--- src/design/armg_pkg.sv ---
package armg_pkg;

  localparam int unsigned MaxBlock = 4096;
  localparam int unsigned PosW = $clog2(MaxBlock);

  localparam logic [30:0] InfBits = 31'h7F800000;
  localparam logic [30:0] OneBits = 31'h3F800000;
  localparam logic [23:0] RunCap = 24'hFFFFFF;
  localparam logic [12:0] ClipCap = 13'd8191;
  localparam logic [11:0] IndexCap = 12'd4095;

  localparam logic [30:0] MaxMagReset = 31'd1092616192;
  localparam logic [30:0] SusMagReset = 31'd1065353216;
  localparam logic [23:0] SusLimReset = 24'd480;

  typedef enum logic [0:0] {
    OpInspect = 1'b0,
    OpRearm   = 1'b1
  } op_e;

  typedef enum logic [1:0] {
    KindNone    = 2'd0,
    KindNonFin  = 2'd1,
    KindRunaway = 2'd2
  } kind_e;

  localparam logic [1:0] AddrMaxMag = 2'd0;
  localparam logic [1:0] AddrSusMag = 2'd1;
  localparam logic [1:0] AddrSusLim = 2'd2;

  typedef struct packed {
    logic        operation;
    logic [31:0] sample_in;
    logic        last_in_block;
  } in_t;

  typedef struct packed {
    logic [31:0] sample_out;
    logic        block_done;
    logic [1:0]  violation_kind;
    logic [11:0] violation_index;
    logic [30:0] peak_magnitude;
    logic [12:0] clipped_count;
    logic        muted_now;
  } out_t;

  typedef struct packed {
    logic [30:0] max_magnitude;
    logic [30:0] sustained_magnitude;
    logic [23:0] sustained_limit;
  } cfg_t;

endpackage

--- src/design/armg_stream_if.sv ---
interface armg_in_if;
  import armg_pkg::*;
  logic valid;
  logic ready;
  in_t  data;
  modport source (output valid, output data, input ready);
  modport sink (input valid, input data, output ready);
endinterface

interface armg_out_if;
  import armg_pkg::*;
  logic valid;
  logic ready;
  out_t data;
  modport source (output valid, output data, input ready);
  modport sink (input valid, input data, output ready);
endinterface

--- src/design/audio_runaway_mute_guard.sv ---
// Runaway mute guard for a stream of IEEE single precision audio samples.
// Each input transfer carries an operation, a sample and an end-of-block
// mark; each input transfer yields exactly one output transfer carrying
// the sample (or zero while muted or on a rearm), the block status on the
// final inspected sample of a block, and the mute state after the item.
// A rearm operation clears the mute latch and the run count.
// The output is registered. One item is accepted every cycle while the
// receiver takes each result; the throughput is set by the single result
// register, which is refilled in the cycle it is emptied.
// When the receiver stalls, the result register holds and input ready
// falls until it is taken.
// Reset clears mute, counters and block status, and loads the register
// defaults (maximum 10.0, sustained level 1.0, limit 480 samples).
// The user must write configuration over the APB port only while the stream is idle; the block does not enforce it.
module audio_runaway_mute_guard (
  input  logic        clk_i,
  input  logic        rst_ni,
  input  logic        psel,
  input  logic        penable,
  input  logic        pwrite,
  input  logic [3:0]  paddr,
  input  logic [31:0] pwdata,
  output logic [31:0] prdata,
  output logic        pready,
  armg_in_if.sink     in_if,
  armg_out_if.source  out_if
);
  import armg_pkg::*;

  cfg_t cfg;

  armg_regs u_regs (
    .clk_i, .rst_ni, .psel, .penable, .pwrite, .paddr, .pwdata,
    .prdata, .pready, .cfg_o(cfg)
  );

  armg_core u_core (
    .clk_i, .rst_ni, .cfg_i(cfg), .in_if, .out_if
  );
endmodule

--- src/design/armg_regs.sv ---
module armg_regs (
  input  logic               clk_i,
  input  logic               rst_ni,
  input  logic               psel,
  input  logic               penable,
  input  logic               pwrite,
  input  logic [3:0]         paddr,
  input  logic [31:0]        pwdata,
  output logic [31:0]        prdata,
  output logic               pready,
  output armg_pkg::cfg_t     cfg_o
);
  import armg_pkg::*;

  cfg_t cfg_q;
  logic wr;

  assign pready = 1'b1;
  assign wr = psel && penable && pwrite;

  always_ff @(posedge clk_i or negedge rst_ni) begin
    if (!rst_ni) begin
      cfg_q.max_magnitude <= MaxMagReset;
      cfg_q.sustained_magnitude <= SusMagReset;
      cfg_q.sustained_limit <= SusLimReset;
    end else if (wr) begin
      case (paddr[3:2])
        AddrMaxMag: cfg_q.max_magnitude <= pwdata[30:0];
        AddrSusMag: cfg_q.sustained_magnitude <= pwdata[30:0];
        AddrSusLim: cfg_q.sustained_limit <= pwdata[23:0];
        default: ;
      endcase
    end
  end

  always_comb begin
    case (paddr[3:2])
      AddrMaxMag: prdata = {1'b0, cfg_q.max_magnitude};
      AddrSusMag: prdata = {1'b0, cfg_q.sustained_magnitude};
      AddrSusLim: prdata = {8'd0, cfg_q.sustained_limit};
      default:    prdata = 32'd0;
    endcase
  end

  assign cfg_o = cfg_q;
endmodule

--- src/design/armg_core.sv ---
module armg_core (
  input  logic           clk_i,
  input  logic           rst_ni,
  input  armg_pkg::cfg_t cfg_i,
  armg_in_if.sink        in_if,
  armg_out_if.source     out_if
);
  import armg_pkg::*;

  logic        mute_q, mute_d;
  logic [23:0] run_q, run_d;
  logic [PosW-1:0] pos_q, pos_d;
  logic [30:0] peak_q, peak_d;
  logic [12:0] clips_q, clips_d;
  logic [1:0]  viol_q, viol_d;
  logic [11:0] viol_at_q, viol_at_d;
  logic        ovalid_q;
  out_t        odata_q, odata_d;
  logic        take;

  logic [30:0] mag, level;
  logic [23:0] limit, run_inc;
  logic        finite;
  kind_e       kind;

  assign in_if.ready = !ovalid_q || out_if.ready;
  assign take = in_if.valid && in_if.ready;

  assign mag = in_if.data.sample_in[30:0];
  assign finite = mag < InfBits;
  assign level = (cfg_i.sustained_magnitude < cfg_i.max_magnitude) ?
                 cfg_i.sustained_magnitude : cfg_i.max_magnitude;
  assign limit = (cfg_i.sustained_limit == 24'd0) ? 24'd1 : cfg_i.sustained_limit;
  assign run_inc = (run_q < RunCap) ? run_q + 24'd1 : run_q;

  always_comb begin
    mute_d = mute_q;
    run_d = run_q;
    pos_d = pos_q;
    peak_d = peak_q;
    clips_d = clips_q;
    viol_d = viol_q;
    viol_at_d = viol_at_q;
    odata_d = '0;
    kind = KindNone;
    if (in_if.data.operation == OpRearm) begin
      mute_d = 1'b0;
      run_d = '0;
    end else begin
      if (!mute_q) begin
        if (finite) begin
          if (mag > peak_q) peak_d = mag;
          if (mag > OneBits && clips_q < ClipCap) clips_d = clips_q + 13'd1;
        end
        if (!finite) begin
          kind = KindNonFin;
        end else if (mag > cfg_i.max_magnitude) begin
          kind = KindRunaway;
        end else begin
          run_d = (mag > level) ? run_inc : 24'd0;
          if (run_d >= limit) kind = KindRunaway;
        end
        if (kind != KindNone) begin
          mute_d = 1'b1;
          viol_d = kind;
          viol_at_d = (12'(pos_q) < IndexCap) ? 12'(pos_q) : IndexCap;
        end else begin
          odata_d.sample_out = in_if.data.sample_in;
        end
      end
      if (in_if.data.last_in_block) begin
        odata_d.block_done = 1'b1;
        odata_d.violation_kind = viol_d;
        odata_d.violation_index = viol_at_d;
        odata_d.peak_magnitude = peak_d;
        odata_d.clipped_count = clips_d;
        pos_d = '0;
        peak_d = '0;
        clips_d = '0;
        viol_d = '0;
        viol_at_d = '0;
      end else if (pos_q < PosW'(MaxBlock - 1)) begin
        pos_d = pos_q + 1'b1;
      end
    end
    odata_d.muted_now = mute_d;
  end

  always_ff @(posedge clk_i or negedge rst_ni) begin
    if (!rst_ni) begin
      mute_q <= 1'b0;
      run_q <= '0;
      pos_q <= '0;
      peak_q <= '0;
      clips_q <= '0;
      viol_q <= '0;
      viol_at_q <= '0;
      ovalid_q <= 1'b0;
    end else begin
      if (take) begin
        mute_q <= mute_d;
        run_q <= run_d;
        pos_q <= pos_d;
        peak_q <= peak_d;
        clips_q <= clips_d;
        viol_q <= viol_d;
        viol_at_q <= viol_at_d;
        ovalid_q <= 1'b1;
      end else if (out_if.ready) begin
        ovalid_q <= 1'b0;
      end
    end
  end

  always_ff @(posedge clk_i) begin
    if (take) odata_q <= odata_d;
  end

  assign out_if.valid = ovalid_q;
  assign out_if.data = odata_q;

`ifndef SYNTHESIS
  a_muted_zero: assert property (@(posedge clk_i) disable iff (!rst_ni)
    ovalid_q && odata_q.muted_now |-> odata_q.sample_out == 32'd0)
    else $error("sample passed while muted");
  a_status_only_at_end: assert property (@(posedge clk_i) disable iff (!rst_ni)
    ovalid_q && !odata_q.block_done |-> odata_q.violation_kind == KindNone &&
    odata_q.clipped_count == 13'd0 && odata_q.peak_magnitude == 31'd0)
    else $error("status outside block end");
  a_ready_when_empty: assert property (@(posedge clk_i) disable iff (!rst_ni)
    !ovalid_q |-> in_if.ready)
    else $error("input blocked while result register empty");
  a_hold_stall: assert property (@(posedge clk_i) disable iff (!rst_ni)
    ovalid_q && !out_if.ready |=> ovalid_q)
    else $error("result lost under stall");
`endif
endmodule

--- src/flat_wrapper.sv ---
// flat-port wrapper written by rule: the top's interface ports become plain ports
module audio_runaway_mute_guard_flat import armg_pkg::*;
  (clk_i, rst_ni, psel, penable, pwrite, paddr, pwdata, prdata, pready, in_if_valid, in_if_data, in_if_ready, out_if_valid, out_if_data, out_if_ready);
  armg_in_if in_if_i ();
  armg_out_if out_if_i ();
  input  logic clk_i;
  input  logic rst_ni;
  input  logic psel;
  input  logic penable;
  input  logic pwrite;
  input  logic [3:0] paddr;
  input  logic [31:0] pwdata;
  output logic [31:0] prdata;
  output logic pready;
  input wire logic [$bits(in_if_i.valid)-1:0] in_if_valid;
  input wire logic [$bits(in_if_i.data)-1:0] in_if_data;
  output wire logic [$bits(in_if_i.ready)-1:0] in_if_ready;
  output wire logic [$bits(out_if_i.valid)-1:0] out_if_valid;
  output wire logic [$bits(out_if_i.data)-1:0] out_if_data;
  input wire logic [$bits(out_if_i.ready)-1:0] out_if_ready;
  assign in_if_i.valid = in_if_valid;
  assign in_if_i.data = in_if_data;
  assign in_if_ready = in_if_i.ready;
  assign out_if_valid = out_if_i.valid;
  assign out_if_data = out_if_i.data;
  assign out_if_i.ready = out_if_ready;
  audio_runaway_mute_guard u_core (.clk_i(clk_i), .rst_ni(rst_ni), .psel(psel), .penable(penable), .pwrite(pwrite), .paddr(paddr), .pwdata(pwdata), .prdata(prdata), .pready(pready), .in_if(in_if_i), .out_if(out_if_i));
endmodule
--- config.mk ---
export PLATFORM = sky130hd
export DESIGN_NAME = audio_runaway_mute_guard_flat
export DESIGN_NICKNAME = d
export VERILOG_FILES = /design/src/design/armg_pkg.sv /design/src/design/armg_stream_if.sv /design/src/design/audio_runaway_mute_guard.sv /design/src/design/armg_regs.sv /design/src/design/armg_core.sv /design/src/flat_wrapper.sv
export SDC_FILE = /design/constraint.sdc
export NUM_CORES = 1
export LEC_CHECK = 0
export BUFFER_PORTS_ARGS = -buffer_cell sky130_fd_sc_hd__buf_2
export CAP_MARGIN = 20
export CORE_MARGIN = 1.5
export CORE_UTILIZATION = 59
export CTS_CLUSTER_DIAMETER = 60
export DETAILED_ROUTE_END_ITERATION = 16
export GPL_ROUTABILITY_DRIVEN = 0
export PLACE_DENSITY = 0.85
export SLEW_MARGIN = 30
export SYNTH_ARGS = -nofsm -noshare
export SYNTH_HDL_FRONTEND = slang
export SYNTH_SLANG_ARGS = --single-unit
export TNS_END_PERCENT = 100
--- constraint.sdc ---
create_clock -name clk_i -period 8.5 [get_ports clk_i]
set_input_delay 1.7 -clock clk_i [delete_from_list [all_inputs] [get_ports clk_i]]
set_output_delay 1.7 -clock clk_i [all_outputs]
set_load 0.02 [all_outputs]
After elaboration in Yosys (flattened, before gate mapping)
Index checks and enable logic that the tools add are counted.
Operators by class
  mux-type cells: 37
  add/sub/neg operators: 3
  eq/ne operators: 4
  reduce and logical (&&, ||, !) cells: 20
  bitwise logic cells: 2
  order comparisons: 10
Operators by type and width (number)
  two-way mux 24 bit: 7
  two-way mux 31 bit: 5
  greater-than comparator 31 bit: 3
  case mux 31 bit (3 select lines): 1
  two-way mux 12 bit: 6
  two-way mux 59 bit: 1
  two-way mux 13 bit: 4
  greater-than comparator 31 x 30 -> 1 bit (second input constant): 1
  < comparator 31 bit: 1
  < comparator 31 bit (second input constant): 1
  adder 24 x 1 -> 24 bit (second input constant): 1
  greater-or-equal comparator 24 bit: 1
  zero test 24 bit: 1
  < comparator 24 bit (second input constant): 1
  two-way mux 2 bit: 8
  adder 13 x 1 -> 13 bit (second input constant): 1
  < comparator 13 bit (second input constant): 1
  adder 12 x 1 -> 12 bit (second input constant): 1
  < comparator 12 bit (second input constant): 1
  AND reduction 2 bit: 4
  nonzero test 2 bit: 4
  two-way mux 1 bit: 5
  logical AND 1 bit: 4
  inequality test 2 bit (second input constant): 2
  10 further kinds: 11
Word-level totals
  logic and storage cells: 94
  bits in registers: 274
  bits of input ports: 77
  output and inout bits: 127

Logic depth before layout (Yosys ltp)
Gate-level depths: netlist of run 1.
  word-level depth: 14
  gate-level depth with buffers: 31
  depth with buffers taken out: 27

Modules after synthesis
A second synthesis of run 1 with hierarchy kept.
Second synthesis, totals
  cell total of the unflattened synthesis: 1558
  area total of the unflattened synthesis: 16600.9 sq um
Modules (own cells, without submodules)
  armg_core: cells each 1272, seq. area each 5165.0 sq um, area each 12629.6 sq um, times used 1
  armg_regs: cells each 286, seq. area each 2169.6 sq um, area each 3971.3 sq um, times used 1

Worst setup path after synthesis of run 1
OpenSTA, ideal clock, no wires.
  kind: flip-flop to flip-flop
  start point: reg u_core.u_regs.cfg_q (netlist bit u_core.u_regs.cfg_o[76])
  end point: reg u_core.u_core.odata_q (netlist bit u_core.u_core.out_if.data[52]) (data pin)
  data required time: 8.234 ns
  stages on the path, launching flop included: 32
  data arrival time: 6.184 ns
  path buffers: 4
  clock period less this slack: 6.450 ns
  setup slack: 2.050 ns
  setup time: 0.266 ns
  cell sequence: dfstp_2 -> inv_1 -> ha_1 -> a21oi_1 -> nand2_1 -> a21oi_1 -> o21ai_0 -> a21oi_1 -> o21ai_0 -> a21oi_1 -> buf_2 -> mux2i_1 -> ha_1 -> a21o_1 -> a21o_1 -> a21oi_1 -> o22ai_1 -> o41ai_1 -> a22o_1 -> clkbuf_1 -> clkbuf_1 -> a21oi_1 -> ha_1 -> nand4_1 -> or4_1 -> o22a_1 -> a31oi_1 -> nor4_4 -> a21oi_4 -> buf_4 -> mux2i_1 -> nor2_1
On the way
  longest elaborated chain between the ends: 13
  elaborated cells between the ends (all ways): 14
  those cells by class: 4 x order compare; 9 x mux; 1 x reduce/logical
Ends and longest elaborated chain
  start, declared: line armg_regs.sv:15  | cfg_t cfg_q;
  < comparator 31 bit: line armg_core.sv:31  | assign level = (cfg_i.sustained_magnitude < cfg_i.max_magnitude) ?
  two-way mux 31 bit: line armg_core.sv:31
  greater-than comparator 31 bit: line armg_core.sv:60  | run_d = (mag > level) ? run_inc : 24'd0;
  two-way mux 24 bit: line armg_core.sv:60
  greater-or-equal comparator 24 bit: line armg_core.sv:61  | if (run_d >= limit) kind = KindRunaway;
  two-way mux 2 bit: line armg_core.sv:61
  two-way mux 2 bit (*): line armg_core.sv:57  | end else if (mag > cfg_i.max_magnitude) begin
  two-way mux 2 bit (*): line armg_core.sv:55  | if (!finite) begin
  two-way mux 2 bit (*): line armg_core.sv:50  | if (!mute_q) begin
  two-way mux 2 bit (*): line armg_core.sv:46  | if (in_if.data.operation == OpRearm) begin
  nonzero test 2 bit (*): line armg_core.sv:63  | if (kind != KindNone) begin
  two-way mux 12 bit (*): line armg_core.sv:63
  two-way mux 12 bit (*): line armg_core.sv:50
  end signal, assigned: line armg_core.sv:116  | if (take) odata_q <= odata_d;
  end, declared: line armg_core.sv:18  | out_t odata_q, odata_d;
Every way passes the cells marked *; elsewhere a longest branch is shown, timed or not. The select of a mux whose other input is x is not followed.
A chain may end at the register's enable or synchronous reset.

Worst setup path after layout of run 1
  start point: reg u_core.u_regs.cfg_q (netlist bit u_core.u_regs.cfg_o[60])
  end point: reg u_core.u_core.viol_at_q[9]
On the way
  longest elaborated chain between the ends: 14
  elaborated cells between the ends (all ways): 15
  those cells by class: 4 x order compare; 10 x mux; 1 x reduce/logical
Ends and longest elaborated chain
  < comparator 31 bit: line armg_core.sv:31
  two-way mux 31 bit: line armg_core.sv:31
  greater-than comparator 31 bit: line armg_core.sv:60
  two-way mux 24 bit: line armg_core.sv:60
  greater-or-equal comparator 24 bit: line armg_core.sv:61
  two-way mux 2 bit: line armg_core.sv:61
  two-way mux 2 bit (*): line armg_core.sv:57
  two-way mux 2 bit (*): line armg_core.sv:55
  two-way mux 2 bit (*): line armg_core.sv:50
  two-way mux 2 bit (*): line armg_core.sv:46
  nonzero test 2 bit (*): line armg_core.sv:63
  two-way mux 12 bit (*): line armg_core.sv:63
  two-way mux 12 bit (*): line armg_core.sv:50
  two-way mux 12 bit (*): line armg_core.sv:71  | if (in_if.data.last_in_block) begin
  end signal, assigned: line armg_core.sv:107  | viol_at_q <= viol_at_d;
  end, declared: line armg_core.sv:16  | logic [11:0] viol_at_q, viol_at_d;
Marked as above.

==> results of run 1 <==
## placed cells by master (no fill, tap or decap), types with 13 or more instances in the layout
master,n
sky130_fd_sc_hd__nand2_1,152
sky130_fd_sc_hd__nand3_1,61
sky130_fd_sc_hd__buf_4,20
sky130_fd_sc_hd__o31ai_1,36
sky130_fd_sc_hd__inv_1,99
sky130_fd_sc_hd__xor2_1,13
sky130_fd_sc_hd__mux2_2,34
sky130_fd_sc_hd__nor2_1,88
sky130_fd_sc_hd__a211oi_1,26
sky130_fd_sc_hd__mux2i_1,73
sky130_fd_sc_hd__a21oi_1,74
sky130_fd_sc_hd__nand4_1,46
sky130_fd_sc_hd__and2_1,36
sky130_fd_sc_hd__o21ai_0,135
sky130_fd_sc_hd__nor3_1,13
sky130_fd_sc_hd__dfrtp_1,168
sky130_fd_sc_hd__a22o_1,43
sky130_fd_sc_hd__nor4_1,19
sky130_fd_sc_hd__ha_1,150
sky130_fd_sc_hd__a21o_1,41
sky130_fd_sc_hd__dfstp_2,14
sky130_fd_sc_hd__buf_2,197
sky130_fd_sc_hd__clkbuf_16,30
sky130_fd_sc_hd__edfxtp_1,92
## logic make-up after synthesis
kind of cell,synth area share
AND/OR/NAND/NOR,0.1483
AO/OA/AOI/OAI,0.1632
flip-flops,0.4494
buffers and inverters,0.04355
adder cells (fa/ha/maj),0.1150
multiplexers,0.06824
XOR/XNOR,0.01181
other,0.0004602
## sequential cells by signal (all words and copies together), names as in the netlist
register / cells
u_core.u_core.pos_q: 12
u_core.u_core.peak_q: 31
u_core.u_core.run_q: 24
u_core.u_regs.cfg_o: 86
u_core.u_core.mute_q: 1
u_core.u_core.viol_q: 2
u_core.u_core.out_if.data: 92
u_core.u_core.clips_q: 13
u_core.u_core.viol_at_q: 12
u_core.u_core.out_if.valid: 1
## per-stage QoR
| stage | cell area, µm² | utilization | power [W] | std cells |
|---|---|---|---|---|
| final | 18690 | 0.6916 | 0.004483 | 2168 |
| after global routing | 18690 | 0.6915 | 0.004713 | 2167 |
| after CTS | 18690 | 0.6914 | 0.004467 | 2166 |
| after detailed placement | 17630 | 0.6523 | 0.003096 | 2110 |
| after global placement | 17630 | 0.6522 | 0.003012 | 2110 |
| after floorplan | 16320 | - | 0.002655 | 1630 |
## report_power, final
group	switching, W	internal (W)
Combinational	0.000859	0.000546
Clock	0.000559	0.000803
Sequential	0.000149	0.00157
Total	0.00157	0.00292
## path summary, 6_finish.rpt
kind | endpoint | cells past startpoint | startpoint | slack, ps
setup / recovery | u_core.u_core.viol_at_q[9]$_DFFE_PN0P_ | 29 | u_core.u_regs.cfg_o[60]$_DFFE_PN0P_ | 780
hold / removal | u_core.u_core.viol_at_q[0]$_DFFE_PN0P_ | 1 | u_core.u_core.viol_at_q[0]$_DFFE_PN0P_ | 500
setup reg to reg | u_core.u_core.viol_at_q[9]$_DFFE_PN0P_ | 29 | u_core.u_regs.cfg_o[60]$_DFFE_PN0P_ | 780
hold reg to reg | u_core.u_core.viol_at_q[0]$_DFFE_PN0P_ | 1 | u_core.u_core.viol_at_q[0]$_DFFE_PN0P_ | 500
max in group asynchronous | u_core.u_regs.cfg_o[24]$_DFFE_PN0P_ | 2 | rst_ni | 6120
min in group asynchronous | u_core.u_regs.cfg_o[78]$_DFFE_PN0P_ | 1 | rst_ni | 1140
## area by class of cell
cell class              instances  share of cell area
diodes                          2           0.0002678
clock buffers                  38             0.04552
clock inverters                18             0.01098
inverters                     101             0.02035
multi-input cells            1174              0.4446
flip-flops and latches        274              0.3924
well taps                     341             0.02283
repair buffers                220             0.06306
## per-layer routing
| metal | track usage | part of all wire | wire, µm | vias to the layer above |
|---|---|---|---|---|
| met2 | 0.4976 | 0.47 | 20470 | 678 |
| met5 | 0 | 0 | 0 | - |
| li1 | - | - | - | 6335 |
| met1 | 0.4153 | 0.41 | 17770 | 6723 |
| met3 | 0.05247 | 0.091 | 4007 | 125 |
| met4 | 0.1150 | 0.037 | 1623 | 0 |
==> metrics.txt, run 1 <==
# TYPE chip_impl_metric gauge
chip_impl_metric{name="fin_skew",unit="ps"} 20.53
chip_impl_info{name="status",value="finished, final reports clean"} 1
chip_impl_metric{name="core.rowCount",unit=""} 60
chip_impl_metric{name="required",unit="ps"} 8960
chip_impl_metric{name="ir_drop",unit="mV"} 0.1700
chip_impl_metric{name="cts_max_level",unit=""} 1
chip_impl_metric{name="postRouteWirelength",unit="µm"} 43870
chip_impl_metric{name="worst_path_fanout_max",unit=""} 26
chip_impl_metric{name="fill_cells",unit=""} 1909
chip_impl_info{name="crit_type",value="flop to flop"} 1
chip_impl_metric{name="detail_route.first_pass.iterations",unit=""} 6
chip_impl_info{name="synthTopCellsByArea",value="sky130_fd_sc_hd__dfrtp_1 (26%), sky130_fd_sc_hd__edfxtp_1 (17%), sky130_fd_sc_hd__ha_1 (12%)"} 1
chip_impl_metric{name="clock_tree.buffer_depth",unit=""} 3
chip_impl_metric{name="max_cap_check_violation_count",unit=""} 0
chip_impl_metric{name="layout-drive-gt1-share",unit=""} 0.1896
chip_impl_info{name="cpLargestDelayFamily",value="compound AO/OA/AOI/OAI gates"} 1
chip_impl_metric{name="post_synth_inst_count",unit=""} 1630
chip_impl_metric{name="start_util",unit=""} 0.6038
chip_impl_metric{name="synth_enable_flop_cells",unit=""} 92
chip_impl_metric{name="drcViolationCount",unit=""} 0
chip_impl_metric{name="cts-buffers-inserted",unit=""} 30
chip_impl_metric{name="worst_max_slew_pin_slew",unit="ps"} 919.6
chip_impl_info{name="synthTopCellsByCount",value="sky130_fd_sc_hd__dfrtp_1 (168), sky130_fd_sc_hd__nand2_1 (153), sky130_fd_sc_hd__ha_1 (150), sky130_fd_sc_hd__o21ai_0 (136), sky130_fd_sc_hd__inv_1 (100)"} 1
chip_impl_metric{name="synthesis.nets",unit=""} 1857
chip_impl_metric{name="port_buffers",unit=""} 198
chip_impl_metric{name="pre_cts_ws",unit="ps"} 828.0
chip_impl_metric{name="power_per_cell_area",unit="nW/µm²"} 239.8
chip_impl_metric{name="synth.yosys.warnings",unit=""} 0
chip_impl_metric{name="slowest_delay",unit="ps"} 510
chip_impl_metric{name="clkSinkCount",unit=""} 274
chip_impl_metric{name="setup_violations_final",unit=""} 0
chip_impl_metric{name="synth.distinct_cells",unit=""} 74
chip_impl_metric{name="yosysSeqAreaShare",unit=""} 0.4494
chip_impl_metric{name="post-cts-setup-buffer-count",unit=""} 0
chip_impl_metric{name="die_y",unit="µm"} 169.3
chip_impl_metric{name="floorplan.io_pins",unit=""} 204
chip_impl_metric{name="detail_route.iter0.violations",unit=""} 1268
chip_impl_info{name="clock_tree.root_cell",value="sky130_fd_sc_hd__clkbuf_16"} 1
chip_impl_metric{name="dp_hpwl",unit="µm"} 31070
chip_impl_metric{name="synth_register_bits",unit=""} 274
chip_impl_info{name="crit_path_end_kind",value="flop"} 1
chip_impl_metric{name="routed-via-count",unit=""} 13860
chip_impl_metric{name="leakagePower",unit="nW"} 8.569
chip_impl_metric{name="grt.total_usage",unit=""} 0.3071
chip_impl_info{name="ys_dominant_reg_cell",value="sky130_fd_sc_hd__dfrtp_1"} 1
chip_impl_info{name="rsz0062_at_grt",value="no"} 1
chip_impl_metric{name="die_w",unit="µm"} 169.3
chip_impl_metric{name="slew_violations",unit=""} 0
chip_impl_metric{name="detail_route.wl_per_cell",unit="µm"} 20.23
chip_impl_metric{name="synth-async-reset-ratio",unit=""} 0.6642
chip_impl_metric{name="seq_area",unit="µm²"} 7335
chip_impl_metric{name="post-route-period-util",unit=""} 0.9079
chip_impl_metric{name="finalSetupTns",unit="ps"} 0
chip_impl_info{name="min_path_type",value="flop to flop"} 1
chip_impl_metric{name="syn_to_final_growth",unit="%"} 14.54
chip_impl_metric{name="number_of_nets_with_antenna_violations_after_routing",unit=""} 0
chip_impl_metric{name="largest_net_degree_at_the_start_of_global_routing",unit=""} 94
chip_impl_metric{name="clock.fmax",unit="MHz"} 129.6
chip_impl_info{name="cts_tree",value="built"} 1
chip_impl_metric{name="final.min_clock_period",unit="ps"} 7718
chip_impl_metric{name="syn-mean-instance-area",unit="µm²"} 10.01
chip_impl_metric{name="route.detailed.vias_per_inst",unit=""} 6.393
chip_impl_metric{name="floorplan.core_area",unit="µm²"} 27030
chip_impl_info{name="cp_launch_type",value="flop"} 1
chip_impl_metric{name="number_of_antenna_violations_at_the_first_check_in_global_routing",unit=""} 2
chip_impl_metric{name="worst_setup_hold_path_clk_slew",unit="ps"} 60
chip_impl_metric{name="synth_area",unit="µm²"} 16320
chip_impl_metric{name="timing_hold_violations_final",unit=""} 0
chip_impl_metric{name="yosysTopAreaCellShare",unit=""} 0.2576
chip_impl_metric{name="worst_slack",unit="ps"} 782.4
chip_impl_metric{name="globalRoute.totalOverflow",unit=""} 0
chip_impl_info{name="cp_slowest_cell",value="sky130_fd_sc_hd__nor4_1"} 1
chip_impl_metric{name="die_area",unit="µm²"} 28670
chip_impl_info{name="synth_top_area_cell",value="sky130_fd_sc_hd__dfrtp_1"} 1
chip_impl_metric{name="area_of_the_multi_input_gates",unit="µm²"} 8310
chip_impl_metric{name="arrival",unit="ps"} 8180
chip_impl_metric{name="worstSkewPairLatency",unit="ps"} 580
chip_impl_metric{name="hold_ws",unit="ps"} 495.9
chip_impl_info{name="synth.most_common_cell",value="sky130_fd_sc_hd__dfrtp_1"} 1
chip_impl_metric{name="max_slew_margin",unit=""} 0.3847
chip_impl_metric{name="post_cts_hold_buffer_count",unit=""} 0
chip_impl_metric{name="wire_length_of_the_first_global_routing_pass",unit="µm"} 69790
chip_impl_metric{name="post_cts.resized_instances",unit=""} 0
chip_impl_metric{name="vias_in_the_first_global_route",unit=""} 13440
chip_impl_metric{name="design.final.nets",unit=""} 2028
chip_impl_metric{name="critical_path_buf_inv_count",unit=""} 3
Power figures use the tool's default switching activity.
==> run 2, diff against run 1 <==
--- a/config.mk
+++ b/config.mk
@@ -5,14 +5,16 @@
 export SDC_FILE = /design/constraint.sdc
 export NUM_CORES = 1
 export LEC_CHECK = 0
+export ABC_AREA = 1
 export BUFFER_PORTS_ARGS = -buffer_cell sky130_fd_sc_hd__buf_2
 export CAP_MARGIN = 20
 export CORE_MARGIN = 1.5
-export CORE_UTILIZATION = 59
+export CORE_UTILIZATION = 61
+export CTS_BUF_LIST = sky130_fd_sc_hd__clkbuf_8
 export CTS_CLUSTER_DIAMETER = 60
 export DETAILED_ROUTE_END_ITERATION = 16
 export GPL_ROUTABILITY_DRIVEN = 0
-export PLACE_DENSITY = 0.85
+export PLACE_DENSITY = 0.87
 export SLEW_MARGIN = 30
 export SYNTH_ARGS = -nofsm -noshare
 export SYNTH_HDL_FRONTEND = slang
==> run 2 against run 1 <==
Net effect: combinational power grew 7%; worst hold slack lost 17 ps; sequential share of layout area shrank 0.81 points; critical path depth grew 3; cell count grew 25%; via count grew 12%; clock skew grew 14 ps; count of clock-buffer cells in the layout grew 16; non-clock buffer count shrank 8; setup slack gained 240 ps; critical endpoint is now u_core.u_core.out_if.data[76]$_SDFFCE_PP0P_.
==> metrics.txt, run 2 <==
# TYPE chip_impl_metric gauge
chip_impl_info{name="status",value="finished, final reports clean"} 1
chip_impl_metric{name="largest_net_degree_at_the_start_of_global_routing",unit=""} 100
chip_impl_info{name="synthTopCellsByCount",value="sky130_fd_sc_hd__nand2_1 (609), sky130_fd_sc_hd__inv_1 (269), sky130_fd_sc_hd__nor2_1 (172), sky130_fd_sc_hd__dfrtp_1 (168), sky130_fd_sc_hd__nand3_1 (160)"} 1
chip_impl_metric{name="finalSetupTns",unit="ps"} 0
chip_impl_metric{name="wire_length_of_the_first_global_routing_pass",unit="µm"} 72180
chip_impl_metric{name="port_buffers",unit=""} 198
chip_impl_metric{name="worstSkewPairLatency",unit="ps"} 580
chip_impl_metric{name="design.final.nets",unit=""} 2547
chip_impl_metric{name="stdcell_count",unit=""} 2703
chip_impl_metric{name="syn_to_final_growth",unit="%"} 13.07
chip_impl_metric{name="post_synth_inst_count",unit=""} 2134
chip_impl_metric{name="routed-via-count",unit=""} 15520
chip_impl_metric{name="number_of_nets_with_antenna_violations_after_routing",unit=""} 0
chip_impl_info{name="crit_type",value="flop to flop"} 1
chip_impl_info{name="synthTopCellsByArea",value="sky130_fd_sc_hd__dfrtp_1 (25%), sky130_fd_sc_hd__edfxtp_1 (16%), sky130_fd_sc_hd__nand2_1 (14%)"} 1
chip_impl_metric{name="syn-mean-instance-area",unit="µm²"} 7.909
chip_impl_metric{name="detail_route.iter0.violations",unit=""} 1426
chip_impl_metric{name="floorplan.core_area",unit="µm²"} 27030
chip_impl_metric{name="power_per_cell_area",unit="nW/µm²"} 232.2
chip_impl_metric{name="finish.instance_area",unit="µm²"} 19080
chip_impl_info{name="synth.most_common_cell",value="sky130_fd_sc_hd__nand2_1"} 1
chip_impl_metric{name="synth_register_bits",unit=""} 274
chip_impl_info{name="cp_common_cell",value="sky130_fd_sc_hd__nand2_1"} 1
chip_impl_metric{name="dpl-instance-area",unit="µm²"} 18090
chip_impl_metric{name="slowest_delay",unit="ps"} 660
chip_impl_metric{name="die_w",unit="µm"} 169.3
chip_impl_metric{name="fin_skew",unit="ps"} 34.79
chip_impl_metric{name="yosysSeqAreaShare",unit=""} 0.4346
chip_impl_metric{name="grt_use_met1",unit=""} 0.4195
chip_impl_metric{name="post_cts.resized_instances",unit=""} 0
chip_impl_metric{name="use_met3",unit=""} 0.05294
chip_impl_metric{name="largest_register_ffs",unit=""} 92
chip_impl_info{name="most_common_cell_after_layout_fill_and_taps_aside",value="sky130_fd_sc_hd__nand2_1"} 1
chip_impl_metric{name="worst_path_fanout_max",unit=""} 38
chip_impl_info{name="ys_dominant_reg_cell",value="sky130_fd_sc_hd__dfrtp_1"} 1
chip_impl_metric{name="start_util",unit=""} 0.6245
chip_impl_metric{name="grt_util_met2",unit=""} 0.5051
chip_impl_metric{name="synth-async-reset-ratio",unit=""} 0.6642
chip_impl_metric{name="final.min_clock_period",unit="ps"} 7473
chip_impl_metric{name="floorplan.io_pins",unit=""} 204
chip_impl_metric{name="synth.distinct_cells",unit=""} 48
chip_impl_metric{name="yosysTopAreaCellShare",unit=""} 0.2491
chip_impl_metric{name="postRouteWirelength",unit="µm"} 44700
chip_impl_metric{name="synth_enable_flop_cells",unit=""} 92
chip_impl_metric{name="worst_max_slew_pin_slew",unit="ps"} 1005
chip_impl_metric{name="arrival",unit="ps"} 7860
chip_impl_metric{name="worst_setup_hold_path_clk_slew",unit="ps"} 60
chip_impl_metric{name="detail_route.wl_per_cell",unit="µm"} 16.54
chip_impl_info{name="synth_top_area_cell",value="sky130_fd_sc_hd__dfrtp_1"} 1
chip_impl_info{name="cts_tree",value="built"} 1
chip_impl_metric{name="post-cts-setup-buffer-count",unit=""} 0
chip_impl_metric{name="vias_in_the_first_global_route",unit=""} 14770
chip_impl_metric{name="clock_tree.buffer_depth",unit=""} 3
chip_impl_metric{name="hold_ws",unit="ps"} 478.7
chip_impl_metric{name="synthesis.nets",unit=""} 2361
chip_impl_metric{name="synth.yosys.warnings",unit=""} 0
chip_impl_info{name="rsz0062_at_grt",value="no"} 1
chip_impl_info{name="crit_path_end_kind",value="flop"} 1
chip_impl_metric{name="clock.fmax",unit="MHz"} 133.8
chip_impl_metric{name="leakagePower",unit="nW"} 9.786
chip_impl_metric{name="cts_max_level",unit=""} 2
chip_impl_metric{name="timing_hold_violations_final",unit=""} 0
chip_impl_metric{name="number_of_antenna_violations_at_the_first_check_in_global_routing",unit=""} 5
chip_impl_metric{name="detail_route.first_pass.iterations",unit=""} 6
chip_impl_metric{name="layout-drive-gt1-share",unit=""} 0.1435
chip_impl_metric{name="die_area",unit="µm²"} 28670
chip_impl_metric{name="synth_area",unit="µm²"} 16880
chip_impl_metric{name="cts-buffers-inserted",unit=""} 47
chip_impl_metric{name="max_slew_margin",unit=""} 0.3283
chip_impl_metric{name="post-route-period-util",unit=""} 0.8792
chip_impl_metric{name="core.rowCount",unit=""} 60
chip_impl_info{name="cp_slowest_cell",value="sky130_fd_sc_hd__nand3_2"} 1
chip_impl_metric{name="grt.total_usage",unit=""} 0.3134
chip_impl_metric{name="route.detailed.vias_per_inst",unit=""} 5.743
chip_impl_info{name="layout_common_cells",value="sky130_fd_sc_hd__nand2_1 (608), sky130_fd_sc_hd__inv_1 (279), sky130_fd_sc_hd__buf_2 (197)"} 1
chip_impl_metric{name="placed_cells",unit=""} 2612
chip_impl_metric{name="setup_violations_final",unit=""} 0
chip_impl_metric{name="post_cts_hold_buffer_count",unit=""} 0
chip_impl_metric{name="slew_violations",unit=""} 0
chip_impl_metric{name="fill_cells",unit=""} 2075
chip_impl_info{name="clock_tree.root_cell",value="sky130_fd_sc_hd__clkbuf_8"} 1
chip_impl_metric{name="max_cap_check_violation_count",unit=""} 0
chip_impl_info{name="cp_launch_type",value="flop"} 1
chip_impl_metric{name="ir_drop",unit="mV"} 0.1788
chip_impl_metric{name="clkSinkCount",unit=""} 274
chip_impl_metric{name="dp_hpwl",unit="µm"} 32560
chip_impl_metric{name="drcViolationCount",unit=""} 0
chip_impl_metric{name="required",unit="ps"} 8880
chip_impl_metric{name="globalRoute.totalOverflow",unit=""} 0
chip_impl_metric{name="die_y",unit="µm"} 169.3
chip_impl_info{name="grt-busiest-layer",value="met2"} 1
chip_impl_info{name="min_path_type",value="flop to flop"} 1
run 2: cell type report:
| type | count | area [µm²] | area share |
|---|---|---|---|
| Clock buffer | 54 | 743.2 | 0.03895 |
| Inverter | 275 | 1033 | 0.05416 |
| Tap cell | 341 | 426.7 | 0.02236 |
| Clock inverter | 31 | 222.7 | 0.01167 |
| Timing Repair Buffer | 212 | 1109 | 0.05809 |
| Antenna cell | 6 | 15.01 | 0.0007868 |
| Multi-Input combinational cell | 1510 | 8199 | 0.4296 |
| Sequential cell | 274 | 7335 | 0.3843 |
run 2: critical path: cells and delay by family, from the launching register on:
kind | cells | cell delay, ps
DFF | 1 | 370
buffers and inverters | 6 | 1300
and+or+nand+nor | 18 | 3970
adders and majority gates | 3 | 930
AOI/OAI and AO/OA | 5 | 700
run 2: cell families (layout without fill, tap and decap cells):
group           after synthesis  count (layout)  synth area share
xor+xnor                     23              23           0.01194
simple gates               1053            1053            0.2673
compound gates              282             282           0.09356
other cells                   2               8         0.0004450
buf+inv                     350             572           0.08096
flops                       274             274            0.4346
fa+ha+maj                   150             150            0.1112
run 2: worst paths after layout:
kind | from | endpoint | slack, ps | depth (start not counted)
setup reg to reg | u_core.u_regs.cfg_o[69]$_DFFE_PN0P_ | u_core.u_core.out_if.data[76]$_SDFFCE_PP0P_ | 1030 | 32
hold / removal | u_core.u_core.peak_q[4]$_DFFE_PN0P_ | u_core.u_core.peak_q[4]$_DFFE_PN0P_ | 480 | 2
min in group asynchronous | rst_ni | u_core.u_core.peak_q[28]$_DFFE_PN0P_ | 1220 | 1
hold reg to reg | u_core.u_core.peak_q[4]$_DFFE_PN0P_ | u_core.u_core.peak_q[4]$_DFFE_PN0P_ | 480 | 2
setup / recovery | u_core.u_regs.cfg_o[69]$_DFFE_PN0P_ | u_core.u_core.out_if.data[76]$_SDFFCE_PP0P_ | 1030 | 32
max in group asynchronous | rst_ni | u_core.u_regs.cfg_o[30]$_DFFE_PN0P_ | 6030 | 2
run 2: stage by stage:
| stage | power [W] | worst slack (ps) | utilization |
|---|---|---|---|
| after floorplan | 0.002762 | 3645 | - |
| after global placement | 0.003093 | 1625 | 0.6689 |
| after detailed placement | 0.003188 | 1324 | 0.6694 |
| after CTS | 0.004411 | 1235 | 0.7052 |
| after global routing | 0.004723 | 706.8 | 0.7060 |
| final | 0.004432 | 1027 | 0.7061 |
run 2: power breakdown:
group | switching [W] | internal, W
clock network | 0.000551 | 0.000675
registers | 0.000126 | 0.00158
logic | 0.00102 | 0.000488
total | 0.00169 | 0.00274
run 2: per-layer routing:
layer  part of all wire  vias to the layer above
met5                  0                        -
met4              0.039                        0
met3              0.092                      143
met2               0.46                      824
met1               0.41                     7168
li1                   -                     7389
